## config.mk

```make
export PLATFORM = sky130hd
export DESIGN_NAME = dqfar_outq
export DESIGN_NICKNAME = d
export VERILOG_FILES = /design/src/sv/dqfar_pkg.sv /design/src/sv/dqfar_outq.sv
export SDC_FILE = /design/constraint.sdc
export NUM_CORES = 1
export LEC_CHECK = 0
export ABC_CLOCK_PERIOD_IN_PS = 1350
export BUFFER_PORTS_ARGS = -buffer_cell sky130_fd_sc_hd__buf_2
export CORE_MARGIN = 5
export CORE_UTILIZATION = 25
export DETAILED_ROUTE_END_ITERATION = 6
export PLACE_DENSITY_LB_ADDON = 0.3
export SYNTH_ARGS = -nofsm -noshare
export SYNTH_HDL_FRONTEND = slang
export SYNTH_SLANG_ARGS = --single-unit
```

## constraint.sdc

```tcl
create_clock -name i_clk -period 1.35 [get_ports i_clk]
set_input_delay 0.0675 -clock i_clk [delete_from_list [all_inputs] [get_ports i_clk]]
set_output_delay 0.0675 -clock i_clk [all_outputs]
set_load 0.02 [all_outputs]
```

## src/sv/dqfar_pkg.sv

```systemverilog
package dqfar_pkg;

    typedef struct packed {
        logic       operation;
        logic [7:0] in_byte;
        logic       in_last;
    } t_req_word;

    typedef struct packed {
        logic [7:0] out_byte;
        logic       out_last;
        logic [1:0] status;
    } t_rsp_word;

    typedef struct packed {
        logic      push;
        t_rsp_word word;
    } t_rsp_push;

    localparam logic OP_REQUEST = 1'b0;
    localparam logic OP_PULL    = 1'b1;

    localparam logic [1:0] ST_OK       = 2'd0;
    localparam logic [1:0] ST_TRUNC    = 2'd1;
    localparam logic [1:0] ST_OVERFLOW = 2'd2;
    localparam logic [1:0] ST_NONE     = 2'd3;

    localparam logic CFG_TTL  = 1'b0;
    localparam logic CFG_ADDR = 1'b1;

    localparam logic [31:0] TTL_RESET  = 32'd3600;
    localparam logic [31:0] ADDR_RESET = (32'd8 << 24) | (32'd8 << 16) | (32'd8 << 8) | 32'd8;

endpackage

```

## src/sv/dqfar_outq.sv

```systemverilog
module dqfar_outq (
    input  logic                 i_clk,
    input  logic                 i_rst_n,
    input  dqfar_pkg::t_rsp_push i_push,
    output logic                 o_space,
    output logic                 o_valid,
    input  logic                 i_ready,
    output dqfar_pkg::t_rsp_word o_word
);
    localparam logic [1:0] FULL = 2'd2;

    dqfar_pkg::t_rsp_word r_slot [2];
    logic       r_wp, r_rp;
    logic [1:0] r_cnt, n_cnt;
    logic       pop;

    assign o_valid = (r_cnt != 2'd0);
    assign o_space = (r_cnt != FULL);
    assign o_word  = r_slot[r_rp];
    assign pop     = o_valid && i_ready;

    always_comb begin
        n_cnt = r_cnt;
        if (i_push.push && !pop) begin
            n_cnt = r_cnt + 2'd1;
        end else if (!i_push.push && pop) begin
            n_cnt = r_cnt - 2'd1;
        end
    end

    always_ff @(posedge i_clk) begin
        if (!i_rst_n) begin
            r_wp  <= 1'b0;
            r_rp  <= 1'b0;
            r_cnt <= 2'd0;
        end else begin
            r_cnt <= n_cnt;
            if (i_push.push) begin
                r_wp <= ~r_wp;
            end
            if (pop) begin
                r_rp <= ~r_rp;
            end
        end
    end

    always_ff @(posedge i_clk) begin
        if (i_push.push) begin
            r_slot[r_wp] <= i_push.word;
        end
    end
endmodule

```

==> results.toml, run 1 <==
[outcome]
status = "completed"

[finish]
num-fill-cells = 413
seqCellArea_um2 = 764
drive_above_1_share = 0.456
diodes = 0
multi_input_area_um2 = 279
layout.nets = 120
area_delta_synth_final_pct = 44.0

[floorplanning]
core_um2 = 3970
rows = 23
die_h_um = 73.6
ioPinCount = 28
fp.dieArea_um2 = 5410
die_w_um = 73.6
start_util = 0.254

[logic_synthesis]
synth_edf_count = 22
syn_nets = 72
syn_area_per_cell_um2 = 18.0
syn-cell-area_um2 = 1010
yosysTopAreaCellShare = 0.654
ys_warn_count = 0
synth_cells = 56
yosysMostFrequentCell = "edfxtp_1"
ys_types = 17
yosysTopAreaCell = "edfxtp_1"
synth_flop_cell = "edfxtp_1"
ys_seq_elements = 27
ys_top_cells_by_count = "edfxtp_1 (22), mux2_1 (10), dfxtp_1 (5), and2_1 (4)"
yosysSeqAreaShare = 0.753
synthTopCellsByArea = "edfxtp_1 (65%), mux2_1 (11%), dfxtp_1 (9.9%), and2_1 (2.5%), xnor2_1 (1.7%)"
async_reset_ff_frac = 0

[run]
drv_cap = 0

[critical_path]
r2r-start = "r_cnt[0]$_SDFFE_PN0P_"
start_kind = "register"
critPathKind = "reg -> out"
rr_endpoint = "r_cnt[1]$_SDFFE_PN0P_"
arrival_ns = 1.24
endpoint_kind = "output port"
ff2ff_path_depth = 4
cp_max_fo = 6
critPathRequiredTime_ns = 1.28
r2r_setup_slack_ns = 0.06

[placed_design]
pre_cts_slack_ns = -0.0188
place_congestion = 0.632
portBuffers = 27
dp_hpwl_um = 1250

[timing]
whs_ns = 0.0607
fin_crit_sh = 0.970
finalMaxSlewViolations = 0
fmax_ghz = 0.763
tightest_slew_ns = 0.169
timing.final.crit_period_ns = 1.31
slew_headroom = 0.887
clock_skew_ns = 0.00335
rsz0062_at_grt = "yes"
hold_viol_final = 0
worst_slack_ns = 0.0399
finalSetupViolCount = 0

[clock_tree]
cts_buffers = 3
post-cts-setup-buffer-count = 0
clock-sinks = 27
cts_tree = "done"
clk_pin_slew_ns = 0.09
cts_buffer_depth = 2
clockRootBuffer = "clkbuf_8"
clk_latency_ns = 0.26
htreeDepth = 1

[detailed_routing]
routed_wl_um = 1860
firstDrtPassIters = 2
ant_nets = 0
via_per_inst = 4.08
via_count = 624
drt-initial-drc-count = 14
drc_errors = 0
wl_per_cell_um = 12.2

[min_path]
hold_end = "r_wp$_SDFFE_PN0P_"
worst_hold_startpoint = "i_rst_n"
hold_class = "in -> reg"
min_path_cells = 2

[pwr]
p_leak_nw = 0.562
switching_share = 0.302
pwr-share-clk = 0.184
peakVddDrop_uv = 698
internal-power_mw = 1.65
combPwrFrac = 0.365
power_density_nw_per_um2 = 1630
seq_power_share = 0.452
switching_power_mw = 0.715

[global_routing]
grtUsageTotal = 0.0673
grt_max_degree = 16
grt_pass1_vias = 634
overflow = 0
grt_pass1_wl_um = 2750
antenna_found_initial = 0
[worst max-delay path, stage by stage, from the launching register on]
cell and delay [ns]:
dfxtp_2 0.35, buf_6 0.14, mux2_2 0.34, buf_2 0.16
[worst max path at each step]
| stage | startpoint | to | depth (start not counted) |
|---|---|---|---|
| 3_3_place_gp | r_cnt[1]$_SDFFE_PN0P_ | r_cnt[1]$_SDFFE_PN0P_ | 4 |
| 5_1_grt | register | o_word[4] | 3 |
| 6_report | register | o_word[3] | 3 |
| 2_1_floorplan | r_cnt[0]$_SDFFE_PN0P_ | r_cnt[1]$_SDFFE_PN0P_ | 4 |
| 3_5_place_dp | r_cnt[1]$_SDFFE_PN0P_ | r_cnt[1]$_SDFFE_PN0P_ | 4 |
| 4_1_cts | register | o_word[3] | 3 |
[cell families after synthesis]
group | share of synthesized area
adders and majority gates | 0.0124
xor gates and xnor gates | 0.0260
buffers and inverters | 0.00495
muxes | 0.123
AOI/OAI and AO/OA | 0.0248
and+or+nand+nor | 0.0558
DFF | 0.753
[routing by layer]
metal  track usage  vias to the layer above  wire, um
li1              -                      300         -
met3        0.0178                        2       132
met1        0.0817                      304       823
met4        0.0241                        0         9
met5             0                        -         0
met2         0.114                       18       899
[stage by stage]
stage                      util  instances  instance area (um^2)  power, mW  setup TNS (ns)
after floorplan               -         56                  1010       1.54               0
after global placement    0.312        137                  1240       1.78               0
after detailed placement  0.312        137                  1240       1.81         -0.0188
after CTS                 0.354        152                  1410       2.30        -0.00557
after global routing      0.366        153                  1450       2.51          -0.286
final                     0.366        153                  1450       2.37               0
[layout by cell type (no fill, tap or decap), types with 2 or more instances in the layout]
master / instances
and2_1: 4
buf_2: 24
buf_4: 8
clkbuf_8: 3
dfxtp_1: 2
dfxtp_2: 3
dlygate4sd3_1: 11
edfxtp_1: 22
mux2_1: 7
mux2_4: 3
nor2b_1: 2
xnor2_1: 2
[flip-flops by register name, summed over array words and instances, names as in the netlist, named ones only]
register  flops
r_wp          1
r_cnt         2
r_rp          1
r_slot       22
[area by class of cell]
cell class	count	share of cell area
repair buffers	44	0.207
well taps	50	0.0430
multi-input cells	28	0.192
flip-flops and latches	27	0.526
clock buffers	3	0.0284
clock inverters	1	0.00344
[repair_timing]
item	CTS	global route
endpoints found under the setup margin	12	12
resized for setup	3	12
cloned	0	1
pin swaps	2	1
hold buffers	11	0
endpoints found under the hold margin	22	0
[power by group through the flow]
stage	clock network (mW)	logic [mW]	registers, mW
5_1_grt	0.489	0.942	1.08
2_1_floorplan	0	0.486	1.06
6_report	0.435	0.864	1.07
3_5_place_dp	0	0.752	1.05
3_3_place_gp	0	0.736	1.05
4_1_cts	0.464	0.793	1.05
(Power assumes the default switching activity.)
==> inputs of run 2 (changes only) <==
--- a/config.mk
+++ b/config.mk
@@ -5,7 +5,8 @@
 export SDC_FILE = /design/constraint.sdc
 export NUM_CORES = 1
 export LEC_CHECK = 0
-export ABC_CLOCK_PERIOD_IN_PS = 1350
+export ABC_AREA = 1
+export ABC_CLOCK_PERIOD_IN_PS = 1700
 export BUFFER_PORTS_ARGS = -buffer_cell sky130_fd_sc_hd__buf_2
 export CORE_MARGIN = 5
 export CORE_UTILIZATION = 25
==> constraint.sdc (replaced) <==
create_clock -name i_clk -period 1.7 [get_ports i_clk]
set_input_delay 0.085 -clock i_clk [delete_from_list [all_inputs] [get_ports i_clk]]
set_output_delay 0.085 -clock i_clk [all_outputs]
set_load 0.02 [all_outputs]
==> run 2 against run 1 <==
  * Critical path depth is the same
  * Global-route usage is 0.29 points higher
  * Design area decreased by 3.1%
  * Clock-buffer cell count is the same
  * Non-clock buffer count down 6
  * Clock skew up 0.0017 ns
  * Final cell count rose by 5.2%
  * Core utilization down 2.1 points
  * Synthesized cell count is 25% higher
  * Register-to-register slack improved by 0.29 ns
  * Clock power decreased by 19%
  * Critical path type unchanged
==> results.toml, run 2 <==
[logic_synthesis]
synthTopCellsByArea = "edfxtp_1 (62%), mux2_4 (14%), dfxtp_1 (9.3%), nand2_1 (3.2%), inv_1 (2.5%)"
syn_area_per_cell_um2 = 15.3
synth_cells = 70
syn_nets = 86
yosysTopAreaCellShare = 0.617
async_reset_ff_frac = 0
ys_types = 16
yosysTopAreaCell = "edfxtp_1"
syn-cell-area_um2 = 1070
synth_flop_cell = "edfxtp_1"
synth_edf_count = 22
yosysSeqAreaShare = 0.710
yosysMostFrequentCell = "edfxtp_1"
ys_seq_elements = 27
ys_top_cells_by_count = "edfxtp_1 (22), mux2_4 (10), nand2_1 (9), inv_1 (7), nor2_1 (7)"
ys_warn_count = 0

[finish]
mostFrequentLayoutCells = "buf_2 (27), edfxtp_1 (22), mux2_4 (10), nand2_1 (9), dlygate4sd3_1 (8)"
top_register = "r_slot"
layout.cells.most_common = "buf_2"
top_regs = "r_slot: 22 flops, r_cnt: 2 flops"
layout.nets = 128
largest_register_ff_count = 22
num-fill-cells = 407
drive_above_1_share = 0.423
area_delta_synth_final_pct = 31.5
diodes = 0

[timing]
whs_ns = 0.0155
slew_headroom = 0.713
tns_ns = 0
finalSetupViolCount = 0
hold_viol_final = 0
finalMaxSlewViolations = 0
fmax_ghz = 0.708
tightest_slew_ns = 0.430
timing.final.crit_period_ns = 1.41
fin_crit_sh = 0.831
rsz0062_at_grt = "no"
clock_skew_ns = 0.00503

[critical_path]
cpPeakStageDelay_ns = 0.36
ff2ff_path_depth = 8
critPathKind = "reg -> out"
cp_slowest_cell = "mux2_2"
start_kind = "register"
crit_family = "buffers and inverters"
critPathRequiredTime_ns = 1.62
cp_num_buf_inv = 2
arrival_ns = 1.33
cp_num_cells = 3
endpoint_kind = "output port"
cp_max_fo = 11
crit_chain = "buf_4, mux2_2, buf_2"

[floorplanning]
die_h_um = 75.5
start_util = 0.262
die_w_um = 75.5
rows = 23
core_um2 = 4090
fp.dieArea_um2 = 5690
ioPinCount = 28

[global_routing]
overflow = 0
grt_max_degree = 17
use_met1 = 0.0786
grt_util_met2 = 0.118
grtUsageTotal = 0.0702
grt_pass1_vias = 687
grt_pass1_wl_um = 2950
antenna_found_initial = 0
grt-busiest-layer = "met2"
grt.met3_usage = 0.0369

[detailed_routing]
routed_wl_um = 1880
via_per_inst = 3.94
drc_errors = 0
wl_per_cell_um = 11.7
ant_nets = 0
via_count = 635
firstDrtPassIters = 3
drt-initial-drc-count = 41

[clock_tree]
cts_buffers = 3
htreeDepth = 1
clock-sinks = 27
clk_latency_ns = 0.27
clockRootBuffer = "clkbuf_8"
clk_pin_slew_ns = 0.08
cts_buffer_depth = 2
ctsResizeCount = 0
cts_tree = "done"

[pwr]
peakVddDrop_uv = 492
power_density_nw_per_um2 = 1030
p_leak_nw = 0.592

[min_path]
hold_class = "in -> reg"
min_path_cells = 1

[outcome]
status = "completed"

[placed_design]
dp_hpwl_um = 1460
place_congestion = 0.700
portBuffers = 27

[run]
drv_cap = 0
[run 2: cell count changes after synthesis, sizes merged, moves of 2 or more]
| cell | delta |
|---|---|
| nand2 | +10 |
| nor2b | -2 |
| inv | +8 |
| nor2 | +7 |
| and2 | -4 |
| xnor2 | -2 |
[run 2: repair_timing]
item                                   4_1_cts  5_1_grt
hold buffers                                 3        5
buffers inserted                             0        0
endpoints found under the hold margin        6       10
[run 2: final timing paths]
path | start | to | slack [ns]
max | register | o_word[3] | 0.29
min | i_push[3] | r_slot[1][3]$_DFFE_PP_ | 0.02
max reg2reg | r_cnt[1]$_SDFFE_PN0P_ | r_cnt[1]$_SDFFE_PN0P_ | 0.35
min reg2reg | r_wp$_SDFFE_PN0P_ | r_wp$_SDFFE_PN0P_ | 0.51
[run 2: kinds of logic (layout without fill, tap and decap cells)]
family	Yosys count	after routing	share of synthesized area
compound gates	3	3	0.0163
fa+ha+maj	1	1	0.0117
buf+inv	9	50	0.0386
flops	27	27	0.710
mux	11	11	0.151
simple gates	19	19	0.0724
[run 2: through the flow]
stage | util | power (mW) | instance area (um^2) | std cells | setup WS (ns)
after CTS | 0.333 | 1.47 | 1360 | 156 | 0.253
after detailed placement | 0.313 | 1.11 | 1280 | 149 | 0.369
after global routing | 0.345 | 1.54 | 1410 | 161 | 0.214
after global placement | 0.313 | 1.10 | 1280 | 149 | 0.499
final | 0.345 | 1.46 | 1410 | 161 | 0.287
after floorplan | - | 1.01 | 1070 | 70 | 0.510
[run 2: layer usage]
metal,wire (um),share of wire,vias to the layer above
li1,-,-,323
met1,799,0.42,286
met2,891,0.47,24
met3,179,0.095,2
met4,11,0.0058,0
met5,0,0,-
[run 2: final cells by class]
cell class / count / area (um^2) / area share
Sequential cell: 27 / 761 / 0.540
Multi-Input combinational cell: 34 / 269 / 0.191
Inverter: 8 / 30.0 / 0.0213
Clock buffer: 3 / 41.3 / 0.0293
Timing Repair Buffer: 38 / 238 / 0.169
Tap cell: 50 / 62.6 / 0.0444
Clock inverter: 1 / 7.51 / 0.00533
[run 2: power by group]
group          total [mW]  switching, mW  internal (mW)
registers           0.784         0.0197          0.764
clock network       0.353          0.187          0.166
logic               0.320          0.174          0.146
total                1.46          0.381           1.08
==> inputs of run 3 (changes only) <==
--- a/config.mk
+++ b/config.mk
@@ -6,7 +6,7 @@
 export NUM_CORES = 1
 export LEC_CHECK = 0
 export ABC_AREA = 1
-export ABC_CLOCK_PERIOD_IN_PS = 1700
+export ABC_CLOCK_PERIOD_IN_PS = 1320
 export BUFFER_PORTS_ARGS = -buffer_cell sky130_fd_sc_hd__buf_2
 export CORE_MARGIN = 5
 export CORE_UTILIZATION = 25
==> constraint.sdc (replaced) <==
create_clock -name i_clk -period 1.32 [get_ports i_clk]
set_input_delay 0.066 -clock i_clk [delete_from_list [all_inputs] [get_ports i_clk]]
set_output_delay 0.066 -clock i_clk [all_outputs]
set_load 0.02 [all_outputs]
==> run 3 against run 2 <==
  * Clock power increased by 28%
  * Register-to-register slack got worse by 0.23 ns
  * Hold slack better by 0.032 ns
  * Sequential power up 30%
  * Setup slack got worse by 0.26 ns
  * Combinational power is 76% higher
  * Global-route usage is 0.73 points higher
  * Critical path type unchanged
  * Die area stayed put
  * Wire length grew 4.8%
  * Clock-buffer cell count increased by 1
  * Largest cell class unchanged
==> results.toml, run 3 (same netlist as run 2, synthesis figures left out) <==
[outcome]
status = "completed"

[global_routing]
grt_pass1_vias = 758
overflow = 0
grt_util_met2 = 0.128
use_met1 = 0.0974
grtUsageTotal = 0.0776
antenna_found_initial = 0
grt_pass1_wl_um = 3280
grt.met3_usage = 0.0198
grt-busiest-layer = "met2"
grt_max_degree = 15

[pwr]
power_mw = 2.03
peakVddDrop_uv = 624
p_leak_nw = 0.671
power_density_nw_per_um2 = 1270

[finish]
largest_register_ff_count = 22
drive_above_1_share = 0.487
final_cell_count_no_fill = 169
top_register = "r_slot"
num-fill-cells = 380
final_util = 0.392
area_delta_synth_final_pct = 49.5
layout.nets = 136
layout.cells.most_common = "edfxtp_1"
mostFrequentLayoutCells = "edfxtp_1 (22), buf_2 (16), mux2_4 (11), dlygate4sd3_1 (11), buf_6 (11)"
top_regs = "r_slot: 22 flops, r_cnt: 2 flops"
diodes = 0

[floorplanning]
fp.dieArea_um2 = 5690
start_util = 0.262
rows = 23
die_h_um = 75.5
ioPinCount = 28
die_w_um = 75.5
core_um2 = 4090

[detailed_routing]
routed_wl_um = 1970
wl_per_cell_um = 11.7
firstDrtPassIters = 4
via_count = 686
ant_nets = 0
via_per_inst = 4.06
drt-initial-drc-count = 36
drc_errors = 0

[timing]
rsz0062_at_grt = "yes"
fin_crit_sh = 0.978
finalMaxSlewViolations = 0
fmax_ghz = 0.774
timing.final.crit_period_ns = 1.29
slew_headroom = 0.907
hold_viol_final = 0
clock_skew_ns = 0.000834
worst_slack_ns = 0.0285
tightest_slew_ns = 0.137
tns_ns = 0
finalSetupViolCount = 0

[critical_path]
crit_chain = "buf_12, mux2_4, buf_6"
cp_slowest_cell = "dfxtp_4"
cp_max_fo = 6
critPathRequiredTime_ns = 1.25
arrival_ns = 1.23
endpoint_kind = "output port"
critPathKind = "reg -> out"
cp_num_buf_inv = 2
cpPeakStageDelay_ns = 0.39
start_kind = "register"
crit_family = "flip-flops"

[placed_design]
dp.cells = 151
place_congestion = 0.737
portBuffers = 27
pre_cts_slack_ns = -0.0189
dp_hpwl_um = 1440

[clock_tree]
clk_pin_slew_ns = 0.09
htreeDepth = 1
cts_tree = "done"
cts_buffer_depth = 2
clk_latency_ns = 0.26
clockRootBuffer = "clkbuf_8"
cts_buffers = 3
clock-sinks = 27

[run]
drv_cap = 0

[min_path]
hold_class = "in -> reg"
-- run 3: what timing repair did --
| action | in CTS | in global routing |
|---|---|---|
| gates resized for setup | 19 | 13 |
| setup buffers | 0 | 2 |
| hold endpoints to repair | 22 | 0 |
| pin swaps | 1 | 3 |
| cloned | 1 | 0 |
| setup endpoints to repair | 12 | 13 |
| hold buffers | 11 | 0 |
-- run 3: stage by stage --
step / hold slack [ns] / instance area, um^2
6_report: 0.0478 / 1600
3_3_place_gp: 0.257 / 1310
5_1_grt: 0.0543 / 1600
2_1_floorplan: 0.165 / 1070
4_1_cts: 0.0434 / 1540
3_5_place_dp: 0.261 / 1310
-- run 3: report_power, final --
part / switching [mW] / leakage, nW / total [mW] / internal (mW)
Sequential: 0.0291 / 0.249 / 1.02 / 0.988
Clock: 0.238 / 0.0228 / 0.453 / 0.216
Combinational: 0.254 / 0.399 / 0.563 / 0.309
Total: 0.521 / 0.671 / 2.03 / 1.51
-- run 3: worst paths after layout --
kind / start / end / slack (ns) / depth (start not counted)
hold / removal: i_rst_n / r_wp$_SDFFE_PN0P_ / 0.05 / 3
hold reg to reg: r_rp$_SDFFE_PN0P_ / r_rp$_SDFFE_PN0P_ / 0.50 / 2
setup reg to reg: r_cnt[1]$_SDFFE_PN0P_ / r_cnt[1]$_SDFFE_PN0P_ / 0.12 / 8
setup / recovery: register / o_word[0] / 0.03 / 3
-- run 3: layer usage --
metal / wire length [um] / part of all wire / vias up
li1: - / - / 340
met1: 919 / 0.47 / 322
met2: 899 / 0.46 / 22
met3: 136 / 0.069 / 2
met4: 19 / 0.0096 / 0
met5: 0 / 0 / -
-- run 3: worst min-delay path: stages --
cell and delay, ns:
buf_2 0.12, nand2_1 0.06, nor2_1 0.03
-- run 3: final cells by class --
cell class	count	area [um^2]	area share
timing repair buffer	46	407	0.254
tap	50	62.6	0.0391
sequential	27	767	0.479
clock buffer	4	45.0	0.0281
inverter	8	30.0	0.0187
multi-input combinational	34	290	0.181
